===== config.mk =====
export PLATFORM = sky130hd
export DESIGN_NAME = line_gradient_edge_suppress_flat
export DESIGN_NICKNAME = d
export VERILOG_FILES = /design/src/rtl/lgs_pkg.sv /design/src/rtl/lgs_if.sv /design/src/rtl/lgs_front.sv /design/src/rtl/lgs_queue.sv /design/src/rtl/lgs_back.sv /design/src/rtl/line_gradient_edge_suppress.sv /design/src/flat_wrapper.sv
export SDC_FILE = /design/constraint.sdc
export NUM_CORES = 1
export LEC_CHECK = 0
export BUFFER_PORTS_ARGS = -buffer_cell sky130_fd_sc_hd__buf_2
export CAP_MARGIN = 20
export CORE_UTILIZATION = 30
export DETAILED_ROUTE_END_ITERATION = 10
export GPL_TIMING_DRIVEN = 1
export HOLD_SLACK_MARGIN = 0.05
export PLACE_DENSITY = 0.42
export SYNTH_ARGS = -nofsm -noshare
export SYNTH_HDL_FRONTEND = slang
export SYNTH_HIERARCHICAL = 1
export SYNTH_SLANG_ARGS = --single-unit

===== constraint.sdc =====
create_clock -name clk -period 5.3 [get_ports clk]
set_input_delay 1.06 -clock clk [delete_from_list [all_inputs] [get_ports clk]]
set_output_delay 1.06 -clock clk [all_outputs]
set_load 0.05 [all_outputs]

===== src/rtl/lgs_pkg.sv =====
// ----------------------------------------------------------------------------
// lgs_pkg
// Shared types, constants and limit compares for the line gradient block.
// ----------------------------------------------------------------------------
package lgs_pkg;

  localparam int LGS_SAMPLE_BITS = 16;
  localparam int LGS_LIMIT_W     = 15;
  localparam logic [LGS_LIMIT_W-1:0] LGS_LIMIT_RESET = 15'd1600;
  // Compare width covers the widest difference (32-bit samples) plus sign.
  localparam int LGS_CMP_W       = 34;
  localparam int LGS_QUEUE_DEPTH = 4;

  // Line fill state of the front end.
  typedef enum logic [1:0] {
    FILL_EMPTY,
    FILL_ONE,
    FILL_TWO,
    FILL_RUN
  } lgs_fill_t;

  // What one result slot of a queued request does.
  typedef enum logic [1:0] {
    SLOT_NONE,
    SLOT_RAW,
    SLOT_CORR,
    SLOT_TAIL
  } lgs_slot_kind_t;

  typedef struct packed {
    lgs_slot_kind_t kind;
    logic           big;       // difference strictly beyond the limit
    logic           edge_hit;  // sample itself beyond the limit
    logic           nd_ok;     // next raw difference strictly inside
  } lgs_slot_ctrl_t;

  typedef struct packed {
    logic full;
    logic empty;
  } lgs_q_status_t;

  function automatic logic lgs_is_big(logic signed [LGS_CMP_W-1:0] v,
                                      logic [LGS_LIMIT_W-1:0] lim);
    logic signed [LGS_CMP_W-1:0] l;
    l = signed'({{(LGS_CMP_W-LGS_LIMIT_W){1'b0}}, lim});
    return (v > l) || (v < -l);
  endfunction

  function automatic logic lgs_is_small(logic signed [LGS_CMP_W-1:0] v,
                                        logic [LGS_LIMIT_W-1:0] lim);
    logic signed [LGS_CMP_W-1:0] l;
    l = signed'({{(LGS_CMP_W-LGS_LIMIT_W){1'b0}}, lim});
    return (v < l) && (v > -l);
  endfunction

endpackage


===== src/rtl/lgs_if.sv =====
// ----------------------------------------------------------------------------
// lgs_if
// Valid/ready channel interfaces for samples in and gradients out.
// ----------------------------------------------------------------------------
interface lgs_in_if import lgs_pkg::*; #(
  parameter int SAMPLE_BITS = LGS_SAMPLE_BITS
);
  logic                          valid;
  logic                          ready;
  logic signed [SAMPLE_BITS-1:0] sample;
  logic                          line_end;

  modport source (output valid, output sample, output line_end, input ready);
  modport sink   (input valid, input sample, input line_end, output ready);
endinterface

interface lgs_out_if import lgs_pkg::*; #(
  parameter int SAMPLE_BITS = LGS_SAMPLE_BITS
);
  logic                        valid;
  logic                        ready;
  logic signed [SAMPLE_BITS:0] gradient;
  logic                        last_of_line;

  modport source (output valid, output gradient, output last_of_line, input ready);
  modport sink   (input valid, input gradient, input last_of_line, output ready);
endinterface


===== src/rtl/lgs_front.sv =====
// ----------------------------------------------------------------------------
// lgs_front
// Accept samples, track line fill, form differences and classify results.
// ----------------------------------------------------------------------------
module lgs_front import lgs_pkg::*; #(
  parameter int SAMPLE_BITS = LGS_SAMPLE_BITS
) (
  input  logic                        clk,
  input  logic                        rst_n,
  lgs_in_if.sink                      in_chan,
  input  logic [LGS_LIMIT_W-1:0]      edge_limit,
  input  lgs_q_status_t               q_status,
  output logic                        push,
  output lgs_slot_ctrl_t              ctrl0,
  output lgs_slot_ctrl_t              ctrl1,
  output logic signed [SAMPLE_BITS:0] diff0,
  output logic signed [SAMPLE_BITS:0] nd0,
  output logic signed [SAMPLE_BITS:0] diff1
);

  localparam int DW = SAMPLE_BITS + 1;

  lgs_fill_t                     fill_r, fill_nxt;
  logic                          tail_r, tail_nxt;
  logic signed [SAMPLE_BITS-1:0] older_r, older_nxt;
  logic signed [SAMPLE_BITS-1:0] newer_r, newer_nxt;
  logic                          accept;
  logic signed [DW-1:0]          d_on, d_ns, d_os;
  logic                          older_big, newer_big, d_on_big, d_ns_big;
  logic                          d_ns_ok, zero_ok;

  function automatic logic signed [LGS_CMP_W-1:0] to_cmp(logic signed [DW-1:0] v);
    return {{(LGS_CMP_W-DW){v[DW-1]}}, v};
  endfunction

  assign in_chan.ready = !q_status.full;
  assign accept        = in_chan.valid && in_chan.ready;

  assign d_on = {older_r[SAMPLE_BITS-1], older_r} - {newer_r[SAMPLE_BITS-1], newer_r};
  assign d_ns = {newer_r[SAMPLE_BITS-1], newer_r}
              - {in_chan.sample[SAMPLE_BITS-1], in_chan.sample};
  assign d_os = {older_r[SAMPLE_BITS-1], older_r}
              - {in_chan.sample[SAMPLE_BITS-1], in_chan.sample};

  assign older_big = lgs_is_big(to_cmp({older_r[SAMPLE_BITS-1], older_r}), edge_limit);
  assign newer_big = lgs_is_big(to_cmp({newer_r[SAMPLE_BITS-1], newer_r}), edge_limit);
  assign d_on_big  = lgs_is_big(to_cmp(d_on), edge_limit);
  assign d_ns_big  = lgs_is_big(to_cmp(d_ns), edge_limit);
  assign d_ns_ok   = lgs_is_small(to_cmp(d_ns), edge_limit);
  assign zero_ok   = lgs_is_small('0, edge_limit);

  // Next fill state
  always_comb begin
    unique case (fill_r)
      FILL_EMPTY: fill_nxt = in_chan.line_end ? FILL_EMPTY : FILL_ONE;
      FILL_ONE:   fill_nxt = in_chan.line_end ? FILL_EMPTY : FILL_TWO;
      FILL_TWO:   fill_nxt = in_chan.line_end ? FILL_EMPTY : FILL_RUN;
      FILL_RUN:   fill_nxt = in_chan.line_end ? FILL_EMPTY : FILL_RUN;
      default:    fill_nxt = FILL_EMPTY;
    endcase
  end

  // Result slots and sample shift
  always_comb begin
    ctrl0     = '0;
    ctrl1     = '0;
    diff0     = '0;
    nd0       = '0;
    diff1     = '0;
    older_nxt = older_r;
    newer_nxt = newer_r;
    tail_nxt  = 1'b0;
    unique case (fill_r)
      FILL_EMPTY: begin
        older_nxt = in_chan.sample;
        if (tail_r) begin
          ctrl0.kind = SLOT_TAIL;
          if (in_chan.line_end) ctrl1.kind = SLOT_TAIL;
        end else if (in_chan.line_end) begin
          ctrl0.kind = SLOT_TAIL;
        end
      end
      FILL_ONE: begin
        newer_nxt = in_chan.sample;
        if (in_chan.line_end) begin
          ctrl0.kind = SLOT_RAW;
          diff0      = d_os;
          ctrl1.kind = SLOT_TAIL;
        end
      end
      FILL_TWO, FILL_RUN: begin
        diff0 = d_on;
        if (fill_r == FILL_TWO) begin
          ctrl0.kind = SLOT_RAW;
        end else begin
          ctrl0.kind     = SLOT_CORR;
          ctrl0.big      = d_on_big;
          ctrl0.edge_hit = older_big;
          ctrl0.nd_ok    = d_ns_ok;
          nd0            = d_ns;
        end
        if (in_chan.line_end) begin
          ctrl1.kind     = SLOT_CORR;
          ctrl1.big      = d_ns_big;
          ctrl1.edge_hit = newer_big;
          ctrl1.nd_ok    = zero_ok;
          diff1          = d_ns;
          tail_nxt       = 1'b1;
        end else begin
          older_nxt = newer_r;
          newer_nxt = in_chan.sample;
        end
      end
      default: begin
        ctrl0.kind = SLOT_NONE;
      end
    endcase
  end

  assign push = accept && (ctrl0.kind != SLOT_NONE);

  always_ff @(posedge clk) begin
    if (!rst_n) begin
      fill_r <= FILL_EMPTY;
      tail_r <= 1'b0;
    end else if (accept) begin
      fill_r <= fill_nxt;
      tail_r <= tail_nxt;
    end
  end

  always_ff @(posedge clk) begin
    if (accept) begin
      older_r <= older_nxt;
      newer_r <= newer_nxt;
    end
  end

endmodule


===== src/rtl/lgs_queue.sv =====
// ----------------------------------------------------------------------------
// lgs_queue
// Short FIFO of classified requests between front and back.
// ----------------------------------------------------------------------------
module lgs_queue import lgs_pkg::*; #(
  parameter int W     = 8,
  parameter int DEPTH = LGS_QUEUE_DEPTH
) (
  input  logic          clk,
  input  logic          rst_n,
  input  logic          push,
  input  logic [W-1:0]  wdata,
  input  logic          pop,
  output logic [W-1:0]  rdata,
  output lgs_q_status_t status
);

  localparam int PW = $clog2(DEPTH);
  localparam int CW = $clog2(DEPTH + 1);

  logic [W-1:0]  mem_r [DEPTH];
  logic [PW-1:0] wr_ptr_r, rd_ptr_r;
  logic [CW-1:0] count_r;

  assign rdata        = mem_r[rd_ptr_r];
  assign status.full  = (count_r == CW'(DEPTH));
  assign status.empty = (count_r == '0);

  always_ff @(posedge clk) begin
    if (push) mem_r[wr_ptr_r] <= wdata;
  end

  always_ff @(posedge clk) begin
    if (!rst_n) begin
      wr_ptr_r <= '0;
      rd_ptr_r <= '0;
      count_r  <= '0;
    end else begin
      if (push) wr_ptr_r <= (wr_ptr_r == PW'(DEPTH - 1)) ? '0 : wr_ptr_r + 1'b1;
      if (pop)  rd_ptr_r <= (rd_ptr_r == PW'(DEPTH - 1)) ? '0 : rd_ptr_r + 1'b1;
      if (push && !pop)      count_r <= count_r + 1'b1;
      else if (pop && !push) count_r <= count_r - 1'b1;
    end
  end

endmodule


===== src/rtl/lgs_back.sv =====
// ----------------------------------------------------------------------------
// lgs_back
// Apply edge correction against the prior output and drive results.
// ----------------------------------------------------------------------------
module lgs_back import lgs_pkg::*; #(
  parameter int SAMPLE_BITS = LGS_SAMPLE_BITS
) (
  input  logic                        clk,
  input  logic                        rst_n,
  input  logic                        q_valid,
  input  lgs_slot_ctrl_t              ctrl0,
  input  lgs_slot_ctrl_t              ctrl1,
  input  logic signed [SAMPLE_BITS:0] diff0,
  input  logic signed [SAMPLE_BITS:0] nd0,
  input  logic signed [SAMPLE_BITS:0] diff1,
  input  logic [LGS_LIMIT_W-1:0]      edge_limit,
  output logic                        pop,
  lgs_out_if.source                   out_chan
);

  localparam int DW = SAMPLE_BITS + 1;

  logic                 slot_r;
  logic                 out_valid_r, last_r;
  logic signed [DW-1:0] prior_r, grad_r, grad_nxt;
  lgs_slot_ctrl_t       cur;
  logic signed [DW-1:0] cur_diff, cur_nd, fixed;
  logic                 prior_ok, advance, second;

  function automatic logic signed [LGS_CMP_W-1:0] to_cmp(logic signed [DW-1:0] v);
    return {{(LGS_CMP_W-DW){v[DW-1]}}, v};
  endfunction

  assign cur      = slot_r ? ctrl1 : ctrl0;
  assign cur_diff = slot_r ? diff1 : diff0;
  assign cur_nd   = slot_r ? '0 : nd0;
  assign prior_ok = lgs_is_small(to_cmp(prior_r), edge_limit);

  // Replace a big difference by a small neighbor, or by zero if neither is small; order set by the sample.
  always_comb begin
    priority if (!cur.big)                  fixed = cur_diff;
    else if (cur.edge_hit && cur.nd_ok)     fixed = cur_nd;
    else if (prior_ok)                      fixed = prior_r;
    else if (!cur.edge_hit && cur.nd_ok)    fixed = cur_nd;
    else                                    fixed = '0;
  end

  always_comb begin
    unique case (cur.kind)
      SLOT_RAW:  grad_nxt = cur_diff;
      SLOT_CORR: grad_nxt = fixed;
      default:   grad_nxt = '0;
    endcase
  end

  assign advance = q_valid && (!out_valid_r || out_chan.ready);
  assign second  = !slot_r && (ctrl1.kind != SLOT_NONE);
  assign pop     = advance && !second;

  always_ff @(posedge clk) begin
    if (!rst_n) begin
      out_valid_r <= 1'b0;
      slot_r      <= 1'b0;
      prior_r     <= '0;
    end else if (advance) begin
      out_valid_r <= 1'b1;
      slot_r      <= second;
      if (cur.kind != SLOT_TAIL) prior_r <= grad_nxt;
    end else if (out_chan.ready) begin
      out_valid_r <= 1'b0;
    end
  end

  always_ff @(posedge clk) begin
    if (advance) begin
      grad_r <= grad_nxt;
      last_r <= (cur.kind == SLOT_TAIL);
    end
  end

  assign out_chan.valid        = out_valid_r;
  assign out_chan.gradient     = grad_r;
  assign out_chan.last_of_line = last_r;

endmodule


===== src/rtl/line_gradient_edge_suppress.sv =====
// ----------------------------------------------------------------------------
// line_gradient_edge_suppress
// Forward difference along one image line with edge suppression.
// ----------------------------------------------------------------------------
//
//  port       | dir | payload                              | handshake
//  -----------+-----+--------------------------------------+------------
//  in_chan    | in  | sample (SAMPLE_BITS, s), line_end    | valid/ready
//  out_chan   | out | gradient (SAMPLE_BITS+1, s), last    | valid/ready
//  cfg_*      | in  | cfg_wdata = edge_limit (15, u)       | cfg_we
//
//  A request is taken every cycle while the request queue has room; the
//  front end turns it into zero to two results in the same cycle.
//  A taken request is written into the request queue and loads the output
//  register from there once that register is free.
//  While the receiver is ready, the back end drives one result per cycle
//  through its output register; a request with two results leaves the queue
//  only with its second result, and a line of L samples yields L results.
//  Reset (rst_n low, synchronous) empties the queue, restarts the line and
//  loads the limit with 100.0 (1600 in Q11.4).
//  Either side may stall on its own; the queue absorbs the difference.
//  The closing zero of a line of three or more samples is released by the
//  first request of the following line.
//
module line_gradient_edge_suppress import lgs_pkg::*; #(
  parameter int SAMPLE_BITS = LGS_SAMPLE_BITS,
  parameter int QUEUE_DEPTH = LGS_QUEUE_DEPTH
) (
  input  logic                   clk,
  input  logic                   rst_n,
  lgs_in_if.sink                 in_chan,
  lgs_out_if.source              out_chan,
  input  logic                   cfg_we,
  input  logic [LGS_LIMIT_W-1:0] cfg_wdata
);

  localparam int DW     = SAMPLE_BITS + 1;
  localparam int CTRL_W = $bits(lgs_slot_ctrl_t);
  localparam int EW     = 2 * CTRL_W + 3 * DW;

  logic [LGS_LIMIT_W-1:0] limit_r;

  // front -> queue
  logic                 q_push;
  lgs_slot_ctrl_t       f_ctrl0, f_ctrl1;
  logic signed [DW-1:0] f_diff0, f_nd0, f_diff1;
  logic [EW-1:0]        q_wdata, q_rdata;

  // queue -> back
  logic                 q_pop;
  lgs_q_status_t        q_status;
  lgs_slot_ctrl_t       h_ctrl0, h_ctrl1;
  logic signed [DW-1:0] h_diff0, h_nd0, h_diff1;

  // Hold the limit; load on every write strobe.
  always_ff @(posedge clk) begin
    if (!rst_n) begin
      limit_r <= LGS_LIMIT_RESET;
    end else if (cfg_we) begin
      limit_r <= cfg_wdata;
    end
  end

  lgs_front #(
    .SAMPLE_BITS (SAMPLE_BITS)
  ) u_front (
    .clk        (clk),
    .rst_n      (rst_n),
    .in_chan    (in_chan),
    .edge_limit (limit_r),
    .q_status   (q_status),
    .push       (q_push),
    .ctrl0      (f_ctrl0),
    .ctrl1      (f_ctrl1),
    .diff0      (f_diff0),
    .nd0        (f_nd0),
    .diff1      (f_diff1)
  );

  // Pack a classified request into one queue entry.
  assign q_wdata = {f_ctrl0, f_ctrl1, f_diff0, f_nd0, f_diff1};

  lgs_queue #(
    .W     (EW),
    .DEPTH (QUEUE_DEPTH)
  ) u_queue (
    .clk    (clk),
    .rst_n  (rst_n),
    .push   (q_push),
    .wdata  (q_wdata),
    .pop    (q_pop),
    .rdata  (q_rdata),
    .status (q_status)
  );

  assign {h_ctrl0, h_ctrl1, h_diff0, h_nd0, h_diff1} = q_rdata;

  lgs_back #(
    .SAMPLE_BITS (SAMPLE_BITS)
  ) u_back (
    .clk        (clk),
    .rst_n      (rst_n),
    .q_valid    (!q_status.empty),
    .ctrl0      (h_ctrl0),
    .ctrl1      (h_ctrl1),
    .diff0      (h_diff0),
    .nd0        (h_nd0),
    .diff1      (h_diff1),
    .edge_limit (limit_r),
    .pop        (q_pop),
    .out_chan   (out_chan)
  );

  // The closing result of a line always carries a zero gradient.
  a_last_is_zero: assert property (@(posedge clk) disable iff (!rst_n)
    out_chan.valid && out_chan.last_of_line |-> out_chan.gradient == '0)
    else $error("closing result with nonzero gradient");

  // Never write a full queue.
  a_no_overflow: assert property (@(posedge clk) disable iff (!rst_n)
    q_push |-> !q_status.full)
    else $error("request queue overflow");

  // Never retire from an empty queue.
  a_no_underflow: assert property (@(posedge clk) disable iff (!rst_n)
    q_pop |-> !q_status.empty)
    else $error("request queue underflow");

endmodule


===== src/flat_wrapper.sv =====
// flat-port wrapper written by rule: the top's interface ports become plain ports
module line_gradient_edge_suppress_flat import lgs_pkg::*;
#(
  parameter int SAMPLE_BITS = LGS_SAMPLE_BITS,
  parameter int QUEUE_DEPTH = LGS_QUEUE_DEPTH
)
  (clk, rst_n, cfg_we, cfg_wdata, in_chan_valid, in_chan_sample, in_chan_line_end, in_chan_ready, out_chan_valid, out_chan_gradient, out_chan_last_of_line, out_chan_ready);
  lgs_in_if #(.SAMPLE_BITS(SAMPLE_BITS)) in_chan_i ();
  lgs_out_if #(.SAMPLE_BITS(SAMPLE_BITS)) out_chan_i ();
  input  logic clk;
  input  logic rst_n;
  input  logic cfg_we;
  input  logic [LGS_LIMIT_W-1:0] cfg_wdata;
  input wire logic [$bits(in_chan_i.valid)-1:0] in_chan_valid;
  input wire logic [$bits(in_chan_i.sample)-1:0] in_chan_sample;
  input wire logic [$bits(in_chan_i.line_end)-1:0] in_chan_line_end;
  output wire logic [$bits(in_chan_i.ready)-1:0] in_chan_ready;
  output wire logic [$bits(out_chan_i.valid)-1:0] out_chan_valid;
  output wire logic [$bits(out_chan_i.gradient)-1:0] out_chan_gradient;
  output wire logic [$bits(out_chan_i.last_of_line)-1:0] out_chan_last_of_line;
  input wire logic [$bits(out_chan_i.ready)-1:0] out_chan_ready;
  assign in_chan_i.valid = in_chan_valid;
  assign in_chan_i.sample = in_chan_sample;
  assign in_chan_i.line_end = in_chan_line_end;
  assign in_chan_ready = in_chan_i.ready;
  assign out_chan_valid = out_chan_i.valid;
  assign out_chan_gradient = out_chan_i.gradient;
  assign out_chan_last_of_line = out_chan_i.last_of_line;
  assign out_chan_i.ready = out_chan_ready;
  line_gradient_edge_suppress #(.SAMPLE_BITS(SAMPLE_BITS), .QUEUE_DEPTH(QUEUE_DEPTH)) u_core (.clk(clk), .rst_n(rst_n), .in_chan(in_chan_i), .out_chan(out_chan_i), .cfg_we(cfg_we), .cfg_wdata(cfg_wdata));
endmodule

* After elaboration in Yosys (flattened, before gate mapping)
Memory sizes are Yosys's and may differ from the RTL's. A register that Yosys moved wholly into a read port is not among the register bits. Index checks and enable logic that the tools add are counted.
Word-level totals: register bits after elaboration 94, bits in writable memories 244, bits of input ports 37, logic and storage cells 129, memories kept 1
Memory list:
- u_core.u_queue.mem_r | words 4, bits a word 61, read ports 1, clocked after Yosys merged registers in 1, wr ports 1, RTL line lgs_queue.sv:21 | logic [W-1:0] mem_r [DEPTH];
Operators by class: $add $sub $neg 8, $lt $le $gt $ge 14, equal/unequal tests 11, multiplexer cells 45, reduce and logical (&&, ||, !) cells 37
Operators by type and width (count):
- 17-bit two-way mux | 11
- 17-bit by 34-bit greater-than comparator with 1-bit output | 2
- 16-bit by 34-bit < comparator with 1-bit output | 2
- 17-bit by 34-bit < comparator with 1-bit output | 2
- 17-bit one-hot mux with 2 select lines | 2
- 16-bit one-hot mux with 2 select lines | 2
- 16-bit by 16-bit subtractor with 17-bit output | 3
- 1-bit by 34-bit greater-than comparator with 1-bit output, first input constant | 1
- 17-bit by 16-bit greater-than comparator with 1-bit output | 2
- 17-bit by 16-bit < comparator with 1-bit output | 2
- 15-bit negation with 34-bit output | 1
- 16-bit greater-than comparator | 2
- 16-bit two-way mux | 2
- 2-bit two-way mux | 10
- 2-bit one-hot mux with 3 select lines | 3
- 1-bit by 15-bit < comparator with 1-bit output, first input constant | 1
- 3-bit two-way mux | 5
- 2-bit == test, second input constant | 6
- 1-bit logical AND | 12
- 2-bit nonzero test | 6
- 5-bit two-way mux | 2
- 1-bit zero test | 8
- 1-bit two-way mux | 8
- 3-bit AND reduction | 2
- other kinds (11) | 18

* Longest topological paths before layout
Gate-level depths: netlist of the first run.
depth after elaboration 9, mapped depth 19, mapped depth without buffers 19

* Modules after synthesis
Netlist of the first run, hierarchy kept.
Modules (own cells, without submodules):
- lgs_queue | times used 1, cells each 363, area each 9327.7 um^2, seq. area each 7507.2 um^2
- lgs_front | times used 1, cells each 1059, area each 8450.6 um^2, seq. area each 1021.0 um^2
- lgs_back | times used 1, cells each 510, area each 4033.9 um^2, seq. area each 920.9 um^2
- line_gradient_edge_suppress | times used 1, cells each 49, area each 575.6 um^2, seq. area each 300.3 um^2

* Worst setup path after synthesis of the first run
OpenSTA, ideal clock, no wires.
path kind input to register, from input port in_chan_sample[0], to memory u_core/u_queue/mem_r[0][56] (netlist bit) (data pin), arrival time 4.595 ns, data required time 5.029 ns, setup slack 0.433 ns, stages 18, buffers on the path 0, cells stage by stage ha_1 inv_1 fa_1 a211oi_2 o21ai_1 a31oi_2 o211ai_1 o31a_1 nor2b_4 inv_1 ha_1 nand4_1 nor2_1 a311o_1 o31ai_1 a32oi_1 and3_1 o2bb2ai_1
RTL lines:
- start, declared | RTL line flat_wrapper.sv:15 | input wire logic [$bits(in_chan_i.sample)-1:0] in_chan_sample;
- end, declared | RTL line lgs_queue.sv:21

==> flow_summary.yaml, run 1 <==
outcome:
  status: "complete, but fails checks"
  violations: "design-rule violations"
die:
  dieArea_sq_mm: 0.07572
  dieHeight_um: 275.2
  ios: 57
  start_util_pct: 30.48
  num_rows: 99
  die_w_um: 275.2
  core_sq_mm: 0.07345
synthesis:
  ys_seq_area_share_pct: 43.55
  synth_largest_area_cell: "edfxtp_1"
  synth_fp_nets: 2302
  synth.distinct_cells: 89
  ys_top_cells_by_count: "294 x edfxtp_1, 280 x ha_1, 146 x nand2_1, 122 x inv_1, 115 x nor2_1"
  synth-async-reset-ratio_pct: 0
  ys_warn_count: 6
  syn_area_per_cell_sq_um: 11.30
  synthCells: 1981
  synth_enable_flop_cells: 294
  yosys-top-cells-area: "edfxtp_1 39%, ha_1 16%, mux4_2 6.0%"
  synth_area_sq_mm: 0.02239
  netlist.area_leader.share_pct: 39.43
  synth_seq_cells: 340
  synth_most_common_cell: "edfxtp_1"
  synthFlopType: "edfxtp_1"
finish:
  final_cells: 3105
  fin_area_sq_mm: 0.02564
  drive_gt1_share_pct: 15.94
  multiInputGateArea_sq_mm: 0.01176
  fill_cells: 7294
  nets: 2432
  seqCellArea_sq_mm: 0.009756
  final_util_pct: 34.91
  areaGrowthSynthToFinish_pct: 14.53
cts:
  cts_tree: "built"
  postCtsSetupRepairBufs: 0
  cts_max_level: 2
  cts.path.max_buffers: 3
  cts_resized: 0
  cts_buffers: 43
  path_clk_slew_ns: 0.06
  cts_hold_buffers: 0
  clkSinkCount: 340
  insertion_delay_ns: 0.59
  cts-root-buf: "clkbuf_16"
timing:
  fmax_mhz: 204.1
  tightest_slew_ns: 1.003
  period_needed_ns: 4.900
  fin_hold_ws_ns: 0.5090
  skew_ns: 0.02079
  drv_slew: 0
  fin_setup_tns_ns: 0
  setup_viol: 0
  setup_ws_ns: 0.3996
  hold_violations: 0
  min_period_over_period_pct: 92.46
  maxSlewHeadroom_pct: 32.97
  rsz0062_at_grt: "false"
worst_hold_path:
  hp-start: "u_core/u_back/out_chan.valid$_SDFFE_PN0P_"
  hold_path_class: "register to register"
  holdPathStages: 2
  worstHoldEndpoint: "u_core/u_back/out_chan.valid$_SDFFE_PN0P_"
setup_path:
  r2r_slack_ns: 0.40
  crit_arrival_ns: 5.35
  crit_type: "register to register"
  start_kind: "register"
  worst_ep_required_time_ns: 5.75
  reg2reg_depth: 15
  end_kind: "register"
  crit_fanout: 9
  r2r_end: "u_core/u_queue/mem_r[0][57]$_DFFE_PP_"
  rr_startpoint: "u_core/limit_r[0]$_SDFFE_PN0P_"
power_and_ir_drop:
  p_clk_share_pct: 27.6
  power_leakage_nw: 10.19
  powerDensity_mw_per_mm2: 417.3
  finalPower_mw: 10.70
  power_frac_comb_pct: 39.5
  peakVddDrop_mv: 0.2133
  seqPwrFrac_pct: 32.9
  intPower_mw: 6.542
  p_sw_mw: 4.157
  power_switching_share_pct: 38.85
global_route:
  grt_antenna_before_repair: 1
  grt_usage_pct: 18.41
  grt_max_degree: 62
  grt_pass1_vias: 16418
  grt_overflow_total: 0
  grt_first_pass_wirelength_mm: 103.6
drt:
  vias: 16363
  avgViaCountPerCell: 5.270
  drc: 12
  first_iter_violations: 1009
  dr.pass1.iters: 8
  drt-wirelength-per-cell_um: 22.46
  finalWirelength_mm: 69.75
  antenna_left: 0
place:
  dp_hpwl_mm: 52.90
  dp_cells: 3025
  dpl_cell_area_sq_mm: 0.02422
  pre_cts_ws_ns: -0.04160
  portBuffers: 56
  place.gp.congestion: 0.8690
run:
  maxCapViolations: 0
[flip-flops by register name (all words and copies together), names as in the netlist, 3 cells and up, named ones only]
signal and count:
u_core/limit_r 15, u_core/u_back/out_chan.gradient 17, u_core/u_back/prior_r 17, u_core/u_front/newer_r 16
u_core/u_front/older_r 16, u_core/u_queue/count_r 3, u_core/u_queue/mem_r 244
[power by group through the flow]
stage                     combinational, mW  clock [mW]  sequential (mW)
after CTS                              4.27        3.06             3.53
after global routing                   4.63        3.15             3.56
after detailed placement               4.25           0             3.58
after global placement                 4.20           0             3.57
after floorplan                        2.84           0             3.73
final                                  4.23        2.96             3.52
[critical path: stages, from the launching register on]
cell and delay, ns:
dfxtp_1 0.38, inv_1 0.19, ha_1 0.25, nand3_2 0.11
or3_1 0.39, or4_1 0.72, nor3_4 0.24, xnor2_1 0.35
ha_1 0.38, nand4_1 0.17, nor2_1 0.08, a211oi_1 0.40
a21oi_1 0.17, or4_1 0.54, a31oi_1 0.22, buf_4 0.17
[worst max-delay path by stage]
| stage | from | endpoint | slack, ns | cells past startpoint |
|---|---|---|---|---|
| 4_1_cts | u_core/limit_r[0]$_SDFFE_PN0P_ | u_core/u_queue/mem_r[0][57]$_DFFE_PP_ | 0.37 | 15 |
| 5_1_grt | u_core/u_front/newer_r[0]$_DFFE_PP_ | u_core/u_queue/mem_r[2][56]$_DFFE_PP_ | 0.11 | 19 |
| 3_5_place_dp | in_chan_sample[0] | u_core/u_queue/mem_r[2][56]$_DFFE_PP_ | -0.04 | 19 |
| 6_report | u_core/limit_r[0]$_SDFFE_PN0P_ | u_core/u_queue/mem_r[0][57]$_DFFE_PP_ | 0.40 | 15 |
| 3_3_place_gp | in_chan_sample[0] | u_core/u_queue/mem_r[0][56]$_DFFE_PP_ | 0.02 | 19 |
| 2_1_floorplan | in_chan_sample[0] | u_core/u_queue/mem_r[0][56]$_DFFE_PP_ | 0.43 | 18 |
[cell usage in the layout (no fill, tap or decap), drive strengths merged, types with 6 or more instances in the layout]
cell type  count
dfxtp         46
clkbuf        53
o21ai        108
o211ai        12
buf          150
nor4          18
clkinv        14
a21o          32
edfxtp       294
or3            6
nor3b          6
nor2         116
nor3          64
o31ai          8
xnor2         36
a221o          6
a221oi         6
a211oi        20
ha           280
and3          18
a41oi         14
a2111oi        6
nand4b         6
mux2i         42
a31oi         22
mux4          61
nand2        147
nor2b         37
nand4         55
and2          14
o21a          18
or2            9
a21oi        114
nand2b        13
nand3         61
inv          127
xor2          20
o2111ai        6
[cell type report]
class,instances,share of cell area (%)
flip-flops and latches,340,38.05
clock buffers,53,4.421
diodes,1,0.009759
inverters,122,1.786
well taps,959,4.680
clock inverters,26,1.122
repair buffers,150,4.089
multi-input cells,1454,45.84
[cells by family (layout without fill, tap and decap cells)]
group                    after synthesis  in the layout  share of synthesized area (%)
other                                  0              1                              0
AND/OR/NAND/NOR                      580            580                          13.07
multiplexers                         107            107                          8.232
flip-flops                           340            340                          43.55
AO/OA/AOI/OAI                        427            427                          12.87
XOR/XNOR                              56             56                          2.224
buffers and inverters                187            351                          4.052
adder cells (fa/ha/maj)              284            284                          16.01
[routing by layer]
layer | vias to the layer above | wire length [um] | track usage, %
met3 | 79 | 2507 | 2.723
met2 | 286 | 32640 | 30.59
met4 | 0 | 1728 | 5.103
met5 | - | 0 | 0
met1 | 8105 | 32880 | 24.83
li1 | 7893 | - | -
Note: power is estimated with default switching activity, not from simulation.
==> inputs of run 2 (changes only) <==
Settings changed: ABC_AREA from default to 1.
==> run 2 against run 1 <==
Effect of this change:
- non-clock buffer count is 38 lower
- final cell count is 24% higher
- synthesized cell count is 36% higher
- routed wire length is 12% higher
- the run now ends clean
- die area rose by 6.0%
- worst setup slack improved by 0.15 ns
- critical path type unchanged
- global-route usage grew 1.0 points
- combinational power grew 43%
- total power grew 16%
- sequential share of layout area shrank 1.4 points
==> flow_summary.yaml, run 2 <==
die:
  core_sq_mm: 0.07785
  die_w_um: 283.3
  start_util_pct: 30.50
  ios: 57
  dieHeight_um: 283.3
  dieArea_sq_mm: 0.08026
  num_rows: 102
drt:
  first_iter_violations: 1142
  drt-wirelength-per-cell_um: 20.38
  finalWirelength_mm: 78.33
  antenna_left: 0
  drc: 0
  dr.pass1.iters: 7
  avgViaCountPerCell: 4.925
  vias: 18933
synthesis:
  ys_warn_count: 6
  synthFlopType: "edfxtp_1"
  synth_top_family_by_area: "simple AND/OR/NAND/NOR gates"
  synth_fp_nets: 3025
  synth-async-reset-ratio_pct: 0
  ys_seq_area_share_pct: 41.07
  synthCells: 2704
  synthAdderAreaFrac_pct: 15.09
  netlist.area_leader.share_pct: 37.19
  synth_largest_area_cell: "edfxtp_1"
  syn_area_per_cell_sq_um: 8.780
  synth_most_common_cell: "nand2_1"
  synth.distinct_cells: 56
  yosys-top-cells-area: "edfxtp_1 37%, ha_1 15%, nand2_1 9.1%"
  synth_compound_area_share_pct: 13.86
  synth_simple_gate_area_share_pct: 21.13
  synth_area_sq_mm: 0.02374
  ys_top_cells_by_count: "575 x nand2_1, 294 x edfxtp_1, 284 x inv_1, 280 x ha_1, 254 x nor2_1"
  synth_enable_flop_cells: 294
  synth-xor-area-share_pct: 1.771
  synth_seq_cells: 340
  synthMuxAreaShare_pct: 0
setup_path:
  crit_arrival_ns: 5.04
  crit_path_cell_trace: "buf_4, inv_2, ha_1, nand2_1, nor2_1, nand3_2, nor2_2, nand3_1, nor2_1, nand3_2, nor2_1, ha_1, ha_1, nand2_1, nor2_1, nand2_1, nor3_2, o211ai_1, nand4_1, nand3_1, nand2_1, inv_1"
  reg2reg_depth: 22
  slowest_delay_ns: 0.51
  cp_slowest_cell: "nor3_2"
  crit_buf_inv: 3
  start_kind: "register"
  worst_ep_required_time_ns: 5.59
  cp.depth: 22
  path_delay_family: "simple AND/OR/NAND/NOR gates"
  r2r_slack_ns: 0.55
  end_kind: "register"
  crit_type: "register to register"
  crit_fanout: 8
finish:
  mostFrequentLayoutCells: "575 x nand2_1, 294 x edfxtp_1, 280 x inv_1, 280 x ha_1, 252 x nor2_1"
  largest_reg_flops: 244
  drive_gt1_share_pct: 11.84
  nets: 3099
  final_common_cell: "nand2_1"
  largest-register: "u_core/u_queue/mem_r"
  antenna_cells: 0
  fill_cells: 8116
  areaGrowthSynthToFinish_pct: 11.98
run:
  maxCapViolations: 0
timing:
  maxSlewHeadroom_pct: 29.34
  setup_ws_ns: 0.5539
  rsz0062_at_grt: "false"
  fmax_mhz: 210.7
  hold_violations: 0
  period_needed_ns: 4.746
  min_period_over_period_pct: 89.55
  fin_setup_tns_ns: 0
  setup_viol: 0
  skew_ns: 0.03921
  tightest_slew_ns: 1.051
  drv_slew: 0
global_route:
  grt_overflow_total: 0
  grt_first_pass_wirelength_mm: 118.3
  grt_pass1_vias: 18791
  grt_antenna_before_repair: 0
  grt_max_degree: 103
  grt_usage_pct: 19.44
place:
  portBuffers: 56
  place.gp.congestion: 0.8521
  pre_cts_ws_ns: 0.5214
  dp_hpwl_mm: 59.51
cts:
  cts.path.max_buffers: 3
  clkSinkCount: 340
  cts_tree: "built"
  path_clk_slew_ns: 0.06
  cts_hold_buffers: 0
  postCtsSetupRepairBufs: 0
  cts_resized: 0
  insertion_delay_ns: 0.59
  cts_max_level: 2
  cts-root-buf: "clkbuf_16"
  cts_buffers: 41
worst_hold_path:
  holdPathStages: 2
  hold_path_class: "register to register"
outcome:
  status: "finished, final reports clean"
power_and_ir_drop:
  peakVddDrop_mv: 0.2667
  powerDensity_mw_per_mm2: 466.1
  power_leakage_nw: 11.69
==> run 2: cell types whose count changed after synthesis, sizes merged, moves of 26 or more <==
cell   change
nor2b     -37
a21oi     +57
mux4      -61
mux2i     -42
nand2    +458
o21ai    +123
inv      +172
nor2     +185
o22ai     +58
nor3      -26
xnor2     -27
nand3     +39
==> run 2: worst register-to-register path, delay by kind of cell (launching register included) <==
| family | cells | cell delay [ns] |
|---|---|---|
| AO/OA/AOI/OAI | 1 | 0.40 |
| buffers and inverters | 3 | 0.38 |
| adder cells (fa/ha/maj) | 3 | 0.72 |
| flip-flops | 1 | 0.33 |
| AND/OR/NAND/NOR | 15 | 2.64 |
==> run 2: logic make-up (layout without fill, tap and decap cells) <==
family                   Yosys count  after routing
XOR/XNOR                          48             48
buffers and inverters            378            478
flip-flops                       340            340
AO/OA/AOI/OAI                    544            544
adder cells (fa/ha/maj)          284            284
AND/OR/NAND/NOR                 1110           1110
==> run 2: cell type report <==
type	instances	area (sq um)	area share [%]
clock inverter	13	115.1	0.4330
sequential	340	9756	36.70
tap	1040	1301	4.895
timing repair buffer	112	833.3	3.135
clock buffer	56	1145	4.307
inverter	297	1120	4.212
multi-input combinational	1986	12310	46.32
==> run 2: where the power goes <==
part,internal [mW],switching [mW]
logic,1.79,4.26
clock network,1.56,1.12
registers,3.36,0.305
total,6.71,5.68
==> run 2: per-stage QoR <==
step / utilization (%) / instance area (sq um) / instances / hold slack (ns) / total power, mW
2_1_floorplan: - / 23740 / 2704 / 0.4671 / 7.973
3_3_place_gp: 32.48 / 25290 / 3773 / 0.4970 / 9.761
3_5_place_dp: 32.48 / 25290 / 3773 / 0.5048 / 9.807
4_1_cts: 34.10 / 26550 / 3842 / 0.5164 / 12.56
5_1_grt: 34.15 / 26580 / 3844 / 0.5323 / 13.33
6_report: 34.15 / 26580 / 3844 / 0.5152 / 12.39
==> run 2: final timing paths <==
kind | start | endpoint
worst max register to register | u_core/limit_r[0]$_SDFFE_PN0P_ | u_core/u_queue/mem_r[0][57]$_DFFE_PP_
worst min-delay path | u_core/limit_r[1]$_SDFFE_PN0P_ | u_core/limit_r[1]$_SDFFE_PN0P_
worst min register to register | u_core/limit_r[1]$_SDFFE_PN0P_ | u_core/limit_r[1]$_SDFFE_PN0P_
worst max-delay path | u_core/limit_r[0]$_SDFFE_PN0P_ | u_core/u_queue/mem_r[0][57]$_DFFE_PP_
==> run 2: layer usage <==
layer,vias up,wire [um],track usage (%)
met4,0,1833,5.014
met5,-,0,0
met3,87,2395,2.029
met2,334,37970,33.71
met1,9052,36140,25.66
li1,9460,-,-
